## config.mk

```make
export PLATFORM = sky130hd
export DESIGN_NAME = rgb_to_hsv_convert
export DESIGN_NICKNAME = d
export VERILOG_FILES = /design/src/hdl/rthsv_pkg.sv /design/src/hdl/rthsv_div.sv /design/src/hdl/rgb_to_hsv_convert.sv
export SDC_FILE = /design/constraint.sdc
export NUM_CORES = 1
export LEC_CHECK = 0
export CORE_MARGIN = 1.5
export CORE_UTILIZATION = 55
export DETAILED_ROUTE_END_ITERATION = 10
export DONT_BUFFER_PORTS = 1
export HOLD_SLACK_MARGIN = 0.06
export PLACE_DENSITY = 0.73
export RECOVER_POWER = 50
export SETUP_SLACK_MARGIN = 0.05
export SLEW_MARGIN = 20
export SYNTH_ARGS = -nofsm -noshare
export SYNTH_HDL_FRONTEND = slang
export SYNTH_SLANG_ARGS = --single-unit
```

## constraint.sdc

```tcl
create_clock -name aclk -period 45.3 [get_ports aclk]
set_clock_uncertainty 0.05 [all_clocks]
set_input_delay 9.06 -clock aclk [delete_from_list [all_inputs] [get_ports aclk]]
set_output_delay 9.06 -clock aclk [all_outputs]
set_load 0.1 [all_outputs]
```

## src/hdl/rthsv_pkg.sv

```systemverilog
`timescale 1ns / 1ps

package rthsv_pkg;

    // channel and result widths
    localparam int CHAN_W = 8;
    localparam int HUE_W  = 15;

    // long division geometry, shared by hue and saturation
    localparam int NUM_W = 23;
    localparam int DEN_W = 8;
    localparam int QUO_W = 15;

    // degrees times 64
    localparam int HUE_60 = 3840;

    // largest-channel selector, red wins ties, then green
    typedef enum logic [2:0] {
        SEL_RED   = 3'b001,
        SEL_GREEN = 3'b010,
        SEL_BLUE  = 3'b100
    } chan_sel_t;

endpackage

```

## src/hdl/rthsv_div.sv

```systemverilog
`timescale 1ns / 1ps

module rthsv_div
    import rthsv_pkg::*;
(
    input  logic             aclk,
    input  logic             ce,
    input  logic [NUM_W-1:0] num_in,
    input  logic [DEN_W-1:0] den_in,
    output logic [QUO_W-1:0] quot_out
);

    // numerator must be below den * 2**QUO_W, so the top bits start below den
    logic [DEN_W-1:0] rem_reg  [0:QUO_W-1];
    logic [DEN_W-1:0] rem_next [0:QUO_W-1];
    logic [NUM_W-1:0] num_reg  [0:QUO_W-1];
    logic [NUM_W-1:0] num_next [0:QUO_W-1];
    logic [DEN_W-1:0] den_reg  [0:QUO_W-1];
    logic [DEN_W-1:0] den_next [0:QUO_W-1];
    logic [QUO_W-1:0] quo_reg  [0:QUO_W-1];
    logic [QUO_W-1:0] quo_next [0:QUO_W-1];

    genvar k;
    generate
        for (k = 0; k < QUO_W; k++) begin : g_stage
            logic [DEN_W-1:0] rem_in;
            logic [NUM_W-1:0] num_stage;
            logic [DEN_W-1:0] den_stage;
            logic [QUO_W-1:0] quo_in;
            logic [DEN_W:0]   trial;
            logic             ge;

            if (k == 0) begin : g_first
                assign rem_in    = num_in[NUM_W-1:QUO_W];
                assign num_stage = num_in;
                assign den_stage = den_in;
                assign quo_in    = '0;
            end else begin : g_rest
                assign rem_in    = rem_reg[k-1];
                assign num_stage = num_reg[k-1];
                assign den_stage = den_reg[k-1];
                assign quo_in    = quo_reg[k-1];
            end

            // shift in one numerator bit, subtract when it fits
            assign trial = {rem_in, num_stage[QUO_W-1-k]};
            assign ge    = (trial >= {1'b0, den_stage});

            always_comb begin
                rem_next[k] = ge ? DEN_W'(trial - {1'b0, den_stage}) : trial[DEN_W-1:0];
                num_next[k] = num_stage;
                den_next[k] = den_stage;
                quo_next[k] = {quo_in[QUO_W-2:0], ge};
            end

            always_ff @(posedge aclk) begin
                if (ce) begin
                    rem_reg[k] <= rem_next[k];
                    num_reg[k] <= num_next[k];
                    den_reg[k] <= den_next[k];
                    quo_reg[k] <= quo_next[k];
                end
            end
        end
    endgenerate

    assign quot_out = quo_reg[QUO_W-1];

endmodule

```

## src/hdl/rgb_to_hsv_convert.sv

```systemverilog
`timescale 1ns / 1ps
// rgb to hsv pixel converter
// path from input transfer to result: two setup stages
//   and one restoring-division stage per quotient bit (15 bits of hue)
// throughput: one pixel per cycle; a stalled output holds the whole pipeline
// reset: aresetn synchronous active low, clears the stage valid bits only

module rgb_to_hsv_convert
    import rthsv_pkg::*;
(
    input  logic        aclk,
    input  logic        aresetn,

    input  logic        s_tvalid,
    output logic        s_tready,
    input  logic [23:0] s_tdata,   // red [7:0], green [15:8], blue [23:16]

    output logic        m_tvalid,
    input  logic        m_tready,
    output logic [31:0] m_tdata    // hue [14:0], saturation [22:15], brightness [30:23]
);

    // two setup stages, then the division pipeline
    localparam int DEPTH = 2 + QUO_W;

    logic [DEPTH-1:0] valid_reg;
    logic [DEPTH-1:0] valid_next;
    logic             ce;

    // whole pipeline moves when the output slot is empty or being taken
    assign ce       = ~valid_reg[DEPTH-1] | m_tready;
    assign s_tready = ce;

    always_comb begin
        valid_next = {valid_reg[DEPTH-2:0], s_tvalid};
    end

    always_ff @(posedge aclk) begin
        if (!aresetn) begin
            valid_reg <= '0;
        end else if (ce) begin
            valid_reg <= valid_next;
        end
    end

    // stage 1: max, min, delta, winning channel and its signed difference
    logic [CHAN_W-1:0] red, green, blue;
    assign red   = s_tdata[7:0];
    assign green = s_tdata[15:8];
    assign blue  = s_tdata[23:16];

    logic [CHAN_W-1:0] mx_next, mn_next;
    chan_sel_t         sel_next;
    logic signed [CHAN_W:0] diff_next;

    always_comb begin
        // red first, then green on ties
        if (red >= green && red >= blue) begin
            sel_next  = SEL_RED;
            mx_next   = red;
            diff_next = $signed({1'b0, green}) - $signed({1'b0, blue});
        end else if (green >= blue) begin
            sel_next  = SEL_GREEN;
            mx_next   = green;
            diff_next = $signed({1'b0, blue}) - $signed({1'b0, red});
        end else begin
            sel_next  = SEL_BLUE;
            mx_next   = blue;
            diff_next = $signed({1'b0, red}) - $signed({1'b0, green});
        end
        mn_next = red;
        if (green < mn_next) mn_next = green;
        if (blue < mn_next) mn_next = blue;
    end

    logic [CHAN_W-1:0]      s1_mx_reg;
    logic [CHAN_W-1:0]      s1_delta_reg;
    chan_sel_t              s1_sel_reg;
    logic signed [CHAN_W:0] s1_diff_reg;

    always_ff @(posedge aclk) begin
        if (ce) begin
            s1_mx_reg    <= mx_next;
            s1_delta_reg <= mx_next - mn_next;
            s1_sel_reg   <= sel_next;
            s1_diff_reg  <= diff_next;
        end
    end

    // stage 2: hue numerator = 60deg * (sector*delta + diff), with the
    // red-negative case wrapped by 360deg (six sectors)
    logic [2:0]          sector;
    logic signed [11:0]  inner;
    logic signed [23:0]  hue_prod;
    logic [NUM_W-1:0]    hue_num_next;
    logic [DEN_W-1:0]    hue_den_next;
    logic [NUM_W-1:0]    sat_num_next;
    logic [DEN_W-1:0]    sat_den_next;

    always_comb begin
        case (s1_sel_reg)
            SEL_RED:   sector = s1_diff_reg[CHAN_W] ? 3'd6 : 3'd0;
            SEL_GREEN: sector = 3'd2;
            SEL_BLUE:  sector = 3'd4;
            default:   sector = 3'd0;
        endcase
        inner = $signed({1'b0, 11'(sector) * 11'(s1_delta_reg)}) + 12'(s1_diff_reg);
        hue_prod = 24'(inner) * 24'(HUE_60);
        hue_num_next = hue_prod[NUM_W-1:0];
        // gray pixel: numerator is already zero, keep the divisor nonzero
        hue_den_next = (s1_delta_reg == '0) ? DEN_W'(1) : s1_delta_reg;
        // 255*delta as a shift and subtract
        sat_num_next = NUM_W'({s1_delta_reg, 8'd0} - {8'd0, s1_delta_reg});
        sat_den_next = (s1_mx_reg == '0) ? DEN_W'(1) : s1_mx_reg;
    end

    logic [NUM_W-1:0]  s2_hue_num_reg;
    logic [DEN_W-1:0]  s2_hue_den_reg;
    logic [NUM_W-1:0]  s2_sat_num_reg;
    logic [DEN_W-1:0]  s2_sat_den_reg;
    logic [CHAN_W-1:0] s2_mx_reg;

    always_ff @(posedge aclk) begin
        if (ce) begin
            s2_hue_num_reg <= hue_num_next;
            s2_hue_den_reg <= hue_den_next;
            s2_sat_num_reg <= sat_num_next;
            s2_sat_den_reg <= sat_den_next;
            s2_mx_reg      <= s1_mx_reg;
        end
    end

    // division pipelines, one quotient bit per stage
    logic [QUO_W-1:0] hue_quot;
    logic [QUO_W-1:0] sat_quot;

    rthsv_div u_hue_div (
        .aclk     (aclk),
        .ce       (ce),
        .num_in   (s2_hue_num_reg),
        .den_in   (s2_hue_den_reg),
        .quot_out (hue_quot)
    );

    rthsv_div u_sat_div (
        .aclk     (aclk),
        .ce       (ce),
        .num_in   (s2_sat_num_reg),
        .den_in   (s2_sat_den_reg),
        .quot_out (sat_quot)
    );

    // brightness rides alongside the dividers
    logic [CHAN_W-1:0] bright_reg [0:QUO_W-1];

    always_ff @(posedge aclk) begin
        if (ce) begin
            bright_reg[0] <= s2_mx_reg;
            for (int i = 1; i < QUO_W; i++) begin
                bright_reg[i] <= bright_reg[i-1];
            end
        end
    end

    // output transfer
    assign m_tvalid = valid_reg[DEPTH-1];
    assign m_tdata  = {1'b0, bright_reg[QUO_W-1], sat_quot[CHAN_W-1:0], hue_quot[HUE_W-1:0]};

endmodule
```

==> results of run 1 <==
-- layout make-up --
type | count | area, sq um
fillers | 6018 | 31600
flip-flops and latches | 951 | 28400
multi-input cells | 1989 | 14800
clock buffers | 111 | 2440
inverters | 394 | 1480
well taps | 1060 | 1330
clock inverters | 59 | 568
repair buffers | 15 | 121
-- Yosys cell counts, types with 51 or more instances --
cell type / instances / area (sq um)
sky130_fd_sc_hd__a21boi_0: 71 / 533
sky130_fd_sc_hd__a21o_1: 53 / 398
sky130_fd_sc_hd__a21oi_1: 256 / 1280
sky130_fd_sc_hd__edfxtp_1: 934 / 28000
sky130_fd_sc_hd__fa_1: 51 / 1020
sky130_fd_sc_hd__ha_1: 331 / 4140
sky130_fd_sc_hd__inv_1: 392 / 1470
sky130_fd_sc_hd__nand2_1: 118 / 443
sky130_fd_sc_hd__nand2b_1: 74 / 463
sky130_fd_sc_hd__nand4_1: 54 / 338
sky130_fd_sc_hd__nor2_1: 273 / 1020
sky130_fd_sc_hd__nor2b_1: 77 / 482
sky130_fd_sc_hd__o21ai_0: 166 / 831
sky130_fd_sc_hd__xnor2_1: 148 / 1300
-- worst min-delay path by stage --
stage | startpoint | endpoint | slack (ns)
after floorplan | s2_mx_reg[0] | bright_reg[0][0] | 0.35
after global placement | bright_reg[1][20] | bright_reg[1][28] | 0.35
after detailed placement | bright_reg[0][11] | bright_reg[0][19] | 0.35
after CTS | u_hue_div.quo_reg[0][92] | u_hue_div.quo_reg[0][108] | 0.35
after global routing | u_hue_div.quo_reg[0][94] | u_hue_div.quo_reg[0][110] | 0.36
final | u_hue_div.quo_reg[0][92] | u_hue_div.quo_reg[0][108] | 0.35
-- cell families (layout without fill, tap and decap cells) --
kind of cell	count (synthesis)	count (layout)	synth area share (%)
flops	951	951	63.2
compound gates	654	654	8.77
simple gates	705	705	7.59
mux	48	48	1.16
other cells	1	2	0.00835
xor+xnor	198	198	3.89
fa+ha+maj	382	382	11.5
buf+inv	455	579	3.89
-- per-stage QoR --
step | util, % | setup WS, ns | cells
finish | 60.8 | 23.99 | 4579
global placement | 57.2 | 26.49 | 4409
CTS | 60.9 | 26.49 | 4579
detailed placement | 57.2 | 26.50 | 4409
global route | 60.8 | 23.68 | 4579
floorplan | - | 0.788 | 3395
-- metal layers --
layer	wire (um)	GRT usage, %	up-vias
li1	-	-	12200
met1	25500	16.8	11400
met2	35700	30.8	337
met3	2100	2.45	133
met4	1870	6.38	0
met5	0	0	-
-- placed cells by master, fill, tap and decap left out, types with 23 or more instances in the layout --
master | netlist | layout
sky130_fd_sc_hd__edfxtp_1 | 934 | 934
sky130_fd_sc_hd__inv_1 | 392 | 392
sky130_fd_sc_hd__ha_1 | 331 | 331
sky130_fd_sc_hd__nor2_1 | 273 | 273
sky130_fd_sc_hd__a21oi_1 | 256 | 256
sky130_fd_sc_hd__o21ai_0 | 166 | 168
sky130_fd_sc_hd__xnor2_1 | 148 | 148
sky130_fd_sc_hd__nand2_1 | 118 | 118
sky130_fd_sc_hd__clkbuf_16 | 0 | 95
sky130_fd_sc_hd__nor2b_1 | 77 | 77
sky130_fd_sc_hd__nand2b_1 | 74 | 74
sky130_fd_sc_hd__a21boi_0 | 71 | 72
sky130_fd_sc_hd__nand4_1 | 54 | 54
sky130_fd_sc_hd__a21o_1 | 53 | 53
sky130_fd_sc_hd__fa_1 | 51 | 51
sky130_fd_sc_hd__xor2_1 | 48 | 49
sky130_fd_sc_hd__mux2_2 | 34 | 33
sky130_fd_sc_hd__or2_2 | 29 | 29
sky130_fd_sc_hd__a2bb2oi_1 | 27 | 27
sky130_fd_sc_hd__o22ai_1 | 25 | 25
sky130_fd_sc_hd__nor3_1 | 23 | 23
==> summary.txt, run 1 <==
Placed design
  – HPWL after DPL: 45400 um
  – Placement-stage cell area: 46100 sq um
  – Total of buffers placed on input and output ports: 0
  – Weighted congestion reported at the end of routability-driven placement: approximately 0.86

Critical path
  – Path depth of the worst reg2reg path: 7
  – Type of element capturing the critical path: output port
  – Cell family with the largest share of critical-path delay: buffers and inverters
  – Setup slack of the most critical reg-to-reg path: 37.83 ns
  – Critical Path AT: 12.20 ns
  – Startpoint-to-endpoint class of the critical path: primary input to output port
  – Terminus of the critical flop-to-flop path: u_hue_div.rem_reg[0][13]
  – Critical Path RT: around 36 ns
  – Maximum fanout encountered on the critical timing path: 47
  – Cells traversed along the worst timing path: nor2b_1 -> clkbuf_1 -> clkinvlp_2
  – Slowest stage delay, CP: 2.39 ns
  – Slowest stage cell on the critical path: sky130_fd_sc_hd__clkinvlp_2
  – Setup crit end: s_tready
  – Number of buffer and inverter instances along the worst setup path: 2
  – Worst setup path start: m_tready
  – Worst flop-to-flop path startpoint: valid_reg[16]
  – Worst Setup Start Kind: primary input
  – Logic depth of the worst path, buffers included: 3

Detailed routing
  – Routed length per placed instance: between 10 and 15 um
  – Pre-Repair DR Iteration Count: 10
  – Remaining antenna violation count after routing: 0
  – Detailed-route vias per instance: 5.26
  – Residual DRC count: 5
  – Detailed-route wire length: 65200 um
  – 1st-iter DRT viols: 1191
  – Routed via count: 24100

GRT
  – Via count of the first global-routing pass: 24500
  – Global-route wire length before repair: 109000 um
  – Largest net degree at the start of global routing: just under 200
  – Total overflow reported by the global router: 0
  – Overall global routing resource usage: roughly 16%
  – Initial antenna violation count: 0

Flow run
  – Max-cap viol count: 3

Hold path
  – Hold depth: 0
  – Worst min-delay path category: register to register

STA
  – Number of failing setup endpoints in the final timing report: 0
  – Upper clock frequency limit: 46.9 MHz
  – Measured slew at the worst slew-check pin: 2.85 ns
  – Fraction of the cycle the final worst path needs: between 40% and 50%
  – Setup repair after global routing missed its margin: false
  – Number of hold-slack violations in the final timing report: 0
  – Min cycle time layout: 21.31 ns
  – Relative slew slack: -90.1%
  – Aggregate negative setup slack: 0 ns
  – Number of max-slew violations in the final report: 117
  – Worst Hold Slack: 0.350 ns

Final layout
  – Total Nets Final: 3854
  – Count of antenna diodes in the layout: 0
  – Layout cell share with drive strength beyond 1: between 6 and 7%
  – Final design instance area without fill: 49100 sq um
  – Growth of design area from synthesis to finish: 9.25%

Outcome
  – Status: finished with violations
  – Failing checks: design-rule violations, max-capacitance violations, max-slew violations

Clock network
  – TritonCTS clock tree: yes
  – CTS buffer count: just over 90
  – Post-cts repair resize count: 0
  – Post-CTS setup buffer count: 0
  – Count of clock tree sinks: 951
  – Clk root buf: sky130_fd_sc_hd__clkbuf_16
  – Total number of H-tree levels: 3
  – Clock transition at the registers of the reported paths: approximately 0.06 ns
  – Clock latency at the later pin of the worst-skew pair: 0.65 ns
  – CTS Buffer Depth: 3
  – Count of hold buffers inserted by post-cts repair: 0

Logic synthesis
  – Flip-flop and latch count after synthesis: between 900 and 1000
  – Post-synth EDFFs: 934
  – Top_reg_cell synth: sky130_fd_sc_hd__edfxtp_1
  – Part of the Yosys area used for sequential elements: 63.2%
  – Syn Std Cell Area: 44900 sq um
  – Ys Warns: 0
  – Mean instance size in the synthesized netlist: 13.2 sq um
  – Instance count of the mapped netlist: 3394
  – Share of flip-flops with an asynchronous set or reset: 0%
  – Number of distinct library cells after synthesis: 64

Die
  – FP Rows: about 100
  – Die Span Y: 289 um
  – Starting density of the core: 55.7%
  – I/O Pins: 62
  – CORE AREA: 80700 sq um
  – Full die area: 83400 sq um
  – Die outline width: 289 um
Power of run 1 is left out: the tool's default activity adds up to more than one toggle a clock period on the data nets, which glitch-free logic cannot reach.
==> run 2, diff against run 1 <==
Settings changed: PLACE_DENSITY 0.73 to 0.7.
Clock period 45.3 ns to 21.8 ns, I/O delays scaled along.
==> run 2 against run 1 <==
Against the previous run: the run still ends with design-rule violations, max-capacitance violations, max-slew violations left; wire length grew 7.7%; die area unchanged; utilization is 0.29 points higher; global-route usage grew 1.2 points; critical endpoint unchanged.
==> summary.txt, run 2 (synthesized netlist as in run 1, its figures left out) <==
Placed design
  – Total of buffers placed on input and output ports: 0 (unchanged)
  – HPWL after DPL: 49100 um (+8.2%)
  – Weighted congestion reported at the end of routability-driven placement: 0.851 (-0.60%)

Clock network
  – TritonCTS clock tree: yes
  – CTS Buffer Depth: 3 (unchanged)
  – Total number of H-tree levels: 3 (unchanged)
  – CTS buffer count: 96 (+3.2%)
  – Clock transition at the registers of the reported paths: 0.06 ns (about the same)
  – Clk root buf: sky130_fd_sc_hd__clkbuf_16
  – Post-CTS setup buffer count: 0 (unchanged)
  – Post-cts repair resize count: 0 (unchanged)
  – Count of hold buffers inserted by post-cts repair: 0 (unchanged)
  – Clock latency at the later pin of the worst-skew pair: 0.65 ns (about the same)
  – Count of clock tree sinks: 951 (unchanged)

GRT
  – Global-route wire length before repair: 117000 um (+6.8%)
  – Overall global routing resource usage: 17.0% (+1.2 points)
  – Initial antenna violation count: 0 (unchanged)
  – Total overflow reported by the global router: 0 (unchanged)
  – Largest net degree at the start of global routing: 195 (-1.0%)
  – Via count of the first global-routing pass: 25600 (+4.6%)

STA
  – Number of max-slew violations in the final report: 88 (-25%)
  – Setup repair after global routing missed its margin: false
  – Measured slew at the worst slew-check pin: 4.20 ns (+1.35 ns)
  – Upper clock frequency limit: 77.4 MHz
  – Min cycle time layout: 12.92 ns
  – Relative slew slack: -182% (-92 points)
  – Number of failing setup endpoints in the final timing report: 0 (unchanged)
  – Fraction of the cycle the final worst path needs: 59.3%
  – Aggregate negative setup slack: 0 ns (unchanged)
  – Number of hold-slack violations in the final timing report: 0 (unchanged)

Detailed routing
  – 1st-iter DRT viols: 1450 (+22%)
  – Detailed-route wire length: 70200 um (+7.7%)
  – Pre-Repair DR Iteration Count: 8 (-2)
  – Routed via count: 24600 (+2.2%)
  – Detailed-route vias per instance: 5.37 (+2.2%)
  – Residual DRC count: 3 (-2)
  – Remaining antenna violation count after routing: 0 (unchanged)
  – Routed length per placed instance: 15.3 um (+7.6%)

Hold path
  – Min-Delay Endpoint: u_hue_div.quo_reg[1][2]
  – Hold depth: 0 (unchanged)
  – Hold path startpoint: u_hue_div.quo_reg[0][106]
  – Worst min-delay path category: register to register

Die
  – I/O Pins: 62 (unchanged)
  – FP Rows: 104 (unchanged)
  – Die outline width: 289 um (unchanged)
  – CORE AREA: 80700 sq um (unchanged)
  – Die Span Y: 289 um (unchanged)
  – Full die area: 83400 sq um (unchanged)
  – Starting density of the core: 55.7% (unchanged)

Final layout
  – Most used cells in the layout excluding fill and tap cells: sky130_fd_sc_hd__edfxtp_1 (934), sky130_fd_sc_hd__inv_1 (392), sky130_fd_sc_hd__ha_1 (331), sky130_fd_sc_hd__nor2_1 (273), sky130_fd_sc_hd__a21oi_1 (256)
  – Final-layout fill cell count: 5960 (-0.96%)
  – Leading cell type in the layout, fill and taps excluded: sky130_fd_sc_hd__edfxtp_1
  – Layout cell share with drive strength beyond 1: 6.70% (+0.19 points)
  – Total Nets Final: 3854 (unchanged)
  – Count of antenna diodes in the layout: 0 (unchanged)
  – Growth of design area from synthesis to finish: 9.77%

Critical path
  – Worst flop-to-flop path startpoint: valid_reg[16]
  – Worst Setup Start Kind: primary input
  – Maximum fanout encountered on the critical timing path: 79 (+68%)
  – Critical Path AT: 8.51 ns (-3.69 ns)
  – Type of element capturing the critical path: output port
  – Worst setup path start: m_tready
  – Startpoint-to-endpoint class of the critical path: primary input to output port
  – Terminus of the critical flop-to-flop path: u_hue_div.quo_reg[1][64]
  – Setup slack of the most critical reg-to-reg path: 13.45 ns (-24.38 ns)
  – Path depth of the worst reg2reg path: 6 (-1)
  – Critical Path RT: 17.39 ns (-18.80 ns)

Outcome
  – Failing checks: design-rule violations, max-capacitance violations, max-slew violations
  – Status: finished with violations

Flow run
  – Max-cap viol count: 2 (-1)
==> run 2: worst max-delay path, cell delays in order <==
cell	delay, ns
sky130_fd_sc_hd__nor2b_1	0.09
sky130_fd_sc_hd__clkbuf_1	0.57
sky130_fd_sc_hd__clkinvlp_2	3.38
==> run 2: metal layers <==
metal | part of all wire, % | global-route usage [%] | routed length [um] | vias up
met3 | 2.8 | 2.63 | 1940 | 147
met4 | 2.7 | 6.54 | 1930 | 0
li1 | - | - | - | 12300
met5 | 0 | 0 | 0 | -
met1 | 39 | 18.1 | 27300 | 11900
met2 | 56 | 33.4 | 39000 | 293
==> run 2: layout make-up <==
class,instances,area [sq um],area share [%]
clock buffer,117,2480,5.03
clock inverter,59,762,1.55
inverter,394,1480,3.00
multi-input combinational,1989,14800,29.9
sequential,951,28400,57.6
tap,1060,1330,2.69
timing repair buffer,12,103,0.208
==> run 2: per-stage QoR <==
step                      hold slack, ns  util, %  std cells  setup WS (ns)  cell area (sq um)
after floorplan                    0.350        -       3395          0.256              44900
after global placement             0.350     57.1       4406          12.01              46100
after detailed placement           0.355     57.1       4406          11.99              46100
after CTS                          0.355     61.1       4582          12.23              49300
after global routing               0.368     61.1       4582           8.47              49300
final                              0.346     61.1       4582           8.88              49300
==> run 2: how the worst max path moves through the flow <==
stage                           end  slack [ns]  cells past startpoint
detailed placement  s1_delta_reg[7]       11.99                     24
global placement    s1_delta_reg[7]       12.01                     24
floorplan                  s_tready        0.26                      4
global route               s_tready        8.47                      3
CTS                        s_tready       12.23                      3
finish                     s_tready        8.88                      3
Power of run 2 is left out for the same reason.
==> run 3, diff against run 2 <==
Clock period 21.8 ns to 12.27 ns, I/O delays scaled along.
==> run 3 against run 2 <==
Against the previous run: the flow still finishes with violations (design-rule violations, max-capacitance violations, max-slew violations); sequential cell count unchanged; utilization shrank 0.22 points; global-route usage is 0.32 points higher; final cell count about the same; via count up 0.13%; critical path depth grew 3; first-iteration DRC count decreased by 13%; non-clock buffer count grew 1; sequential share of layout area is 0.21 points higher; worst setup slack worse by 5.7 ns; critical endpoint is now s2_hue_num_reg[16]; largest cell class unchanged.
==> summary.txt, run 3 (synthesized netlist as in run 1, its figures left out) <==
Outcome
  – Status: finished with violations
  – Failing checks: design-rule violations, max-capacitance violations, max-slew violations

Clock network
  – Post-CTS setup buffer count: 0 (unchanged)
  – Count of clock tree sinks: 951 (unchanged)
  – Clk root buf: sky130_fd_sc_hd__clkbuf_16
  – CTS buffer count: 98 (+2.1%)
  – Total number of H-tree levels: 3 (unchanged)
  – CTS Buffer Depth: 3 (unchanged)
  – Count of hold buffers inserted by post-cts repair: 0 (unchanged)
  – Clock latency at the later pin of the worst-skew pair: 0.65 ns (about the same)
  – Post-cts repair resize count: 0 (unchanged)
  – Clock transition at the registers of the reported paths: 0.06 ns (about the same)
  – TritonCTS clock tree: yes

Detailed routing
  – Pre-Repair DR Iteration Count: 10 (+2)
  – Routed length per placed instance: 15.6 um (+1.7%)
  – Residual DRC count: 6 (+3)
  – Detailed-route wire length: 71400 um (+1.7%)
  – Detailed-route vias per instance: 5.38 (+0.10%)
  – Remaining antenna violation count after routing: 0 (unchanged)
  – Routed via count: 24700 (+0.13%)
  – 1st-iter DRT viols: 1268 (-13%)

Placed design
  – Total of buffers placed on input and output ports: 0 (unchanged)
  – Post-Place Setup Slack: 4.64 ns (-7.35 ns)
  – HPWL after DPL: 49600 um (+1.1%)
  – Weighted congestion reported at the end of routability-driven placement: 0.867 (+1.9%)

Critical path
  – Critical Path RT: 12.48 ns (-4.91 ns)
  – Slowest stage cell on the critical path: sky130_fd_sc_hd__clkinvlp_2
  – Worst flop-to-flop path startpoint: valid_reg[16]
  – Crit-path most repeated cell: sky130_fd_sc_hd__buf_4
  – Critical Path AT: 9.30 ns (+0.79 ns)
  – Slowest stage delay, CP: 3.31 ns (-0.07 ns)
  – Cells traversed along the worst timing path: nor2b_1 -> clkbuf_1 -> clkinvlp_2 -> buf_4 -> buf_4 -> buf_4
  – Type of element capturing the critical path: register
  – Path depth of the worst reg2reg path: 6 (unchanged)
  – Worst Setup Start Kind: primary input
  – Startpoint-to-endpoint class of the critical path: primary input to register
  – Setup slack of the most critical reg-to-reg path: 3.91 ns (-9.54 ns)
  – Terminus of the critical flop-to-flop path: s2_hue_num_reg[16]
  – Maximum fanout encountered on the critical timing path: 85 (+7.6%)

STA
  – Number of hold-slack violations in the final timing report: 0 (unchanged)
  – Min cycle time layout: between 9 and 10 ns
  – Final Worst Setup Slack: 3.18 ns (-5.70 ns)
  – Setup repair after global routing missed its margin: false
  – Number of failing setup endpoints in the final timing report: 0 (unchanged)
  – Fraction of the cycle the final worst path needs: between 70% and 80%
  – Measured slew at the worst slew-check pin: 4.06 ns (-0.141 ns)
  – Upper clock frequency limit: between 100 and 150 MHz
  – Aggregate negative setup slack: 0 ns (unchanged)
  – Relative slew slack: -172% (+9.5 points)
  – Number of max-slew violations in the final report: 81 (-8.0%)

Final layout
  – Total Nets Final: 3857 (+0.078%)
  – Layout cell share with drive strength beyond 1: 6.67% (-0.030 points)
  – Count of antenna diodes in the layout: 0 (unchanged)
  – Final-layout fill cell count: 6040 (+1.3%)
  – Growth of design area from synthesis to finish: 9.37%
  – Most used cells in the layout excluding fill and tap cells: sky130_fd_sc_hd__edfxtp_1 (934), sky130_fd_sc_hd__inv_1 (392), sky130_fd_sc_hd__ha_1 (331), sky130_fd_sc_hd__nor2_1 (273), sky130_fd_sc_hd__a21oi_1 (256)
  – Leading cell type in the layout, fill and taps excluded: sky130_fd_sc_hd__edfxtp_1
  – Final core utilization: 60.9% (-0.22 points)

GRT
  – Total overflow reported by the global router: 0 (unchanged)
  – Initial antenna violation count: 0 (unchanged)
  – Overall global routing resource usage: 17.4% (+0.32 points)
  – Largest net degree at the start of global routing: 182 (-6.7%)
  – Via count of the first global-routing pass: 25800 (+0.57%)
  – Global-route wire length before repair: 119000 um (+1.7%)

Die
  – FP Rows: 104 (unchanged)
  – Die Span Y: 289 um (unchanged)
  – Starting density of the core: 55.7% (unchanged)
  – I/O Pins: 62 (unchanged)
  – Die outline width: 289 um (unchanged)
  – CORE AREA: 80700 sq um (unchanged)
  – Full die area: 83400 sq um (unchanged)

Hold path
  – Hold depth: 0 (unchanged)
  – Hold path startpoint: u_hue_div.quo_reg[0][80]
  – Min-Delay Endpoint: u_hue_div.quo_reg[0][96]
  – Worst min-delay path category: register to register

Flow run
  – Max-cap viol count: 2 (unchanged)
## run 3: worst max path at each step
stage | end | cells past startpoint | startpoint | slack, ns
5_1_grt | s2_hue_num_reg[13] | 6 | m_tready | 2.53
4_1_cts | s2_hue_num_reg[22] | 28 | s1_diff_reg[8] | 5.27
3_3_place_gp | s1_delta_reg[7] | 24 | s_tdata[9] | 4.56
6_report | s2_hue_num_reg[16] | 6 | m_tready | 3.18
2_1_floorplan | s_tready | 4 | m_tready | 0.71
3_5_place_dp | s1_delta_reg[7] | 24 | s_tdata[9] | 4.64
## run 3: stage by stage
step | area (sq um) | hold slack, ns | std cells
floorplan | 44900 | 0.350 | 3395
global placement | 46100 | 0.350 | 4407
detailed placement | 46100 | 0.355 | 4407
CTS | 49200 | 0.348 | 4583
global route | 49100 | 0.356 | 4583
finish | 49100 | 0.357 | 4583
## run 3: per-layer routing
layer	share of wire, %	track usage, %	vias to the layer above
li1	-	-	12200
met1	40	19.4	11900
met2	54	32.8	343
met3	3.3	2.79	140
met4	2.8	6.61	0
met5	0	0	-
## run 3: worst max-delay path: cells and delay by family
family,cells,cell delay (ns)
simple gates,1,0.09
buf+inv,5,6.54
## run 3: final cells by class
type,count,area [sq um],area share (%)
clock buffers,121,2580,5.25
clock inverters,55,475,0.968
inverters,394,1480,3.01
multi-input cells,1989,14800,30.1
flip-flops and latches,951,28400,57.8
well taps,1060,1330,2.70
repair buffers,13,110,0.224
Power of run 3 is left out for the same reason.
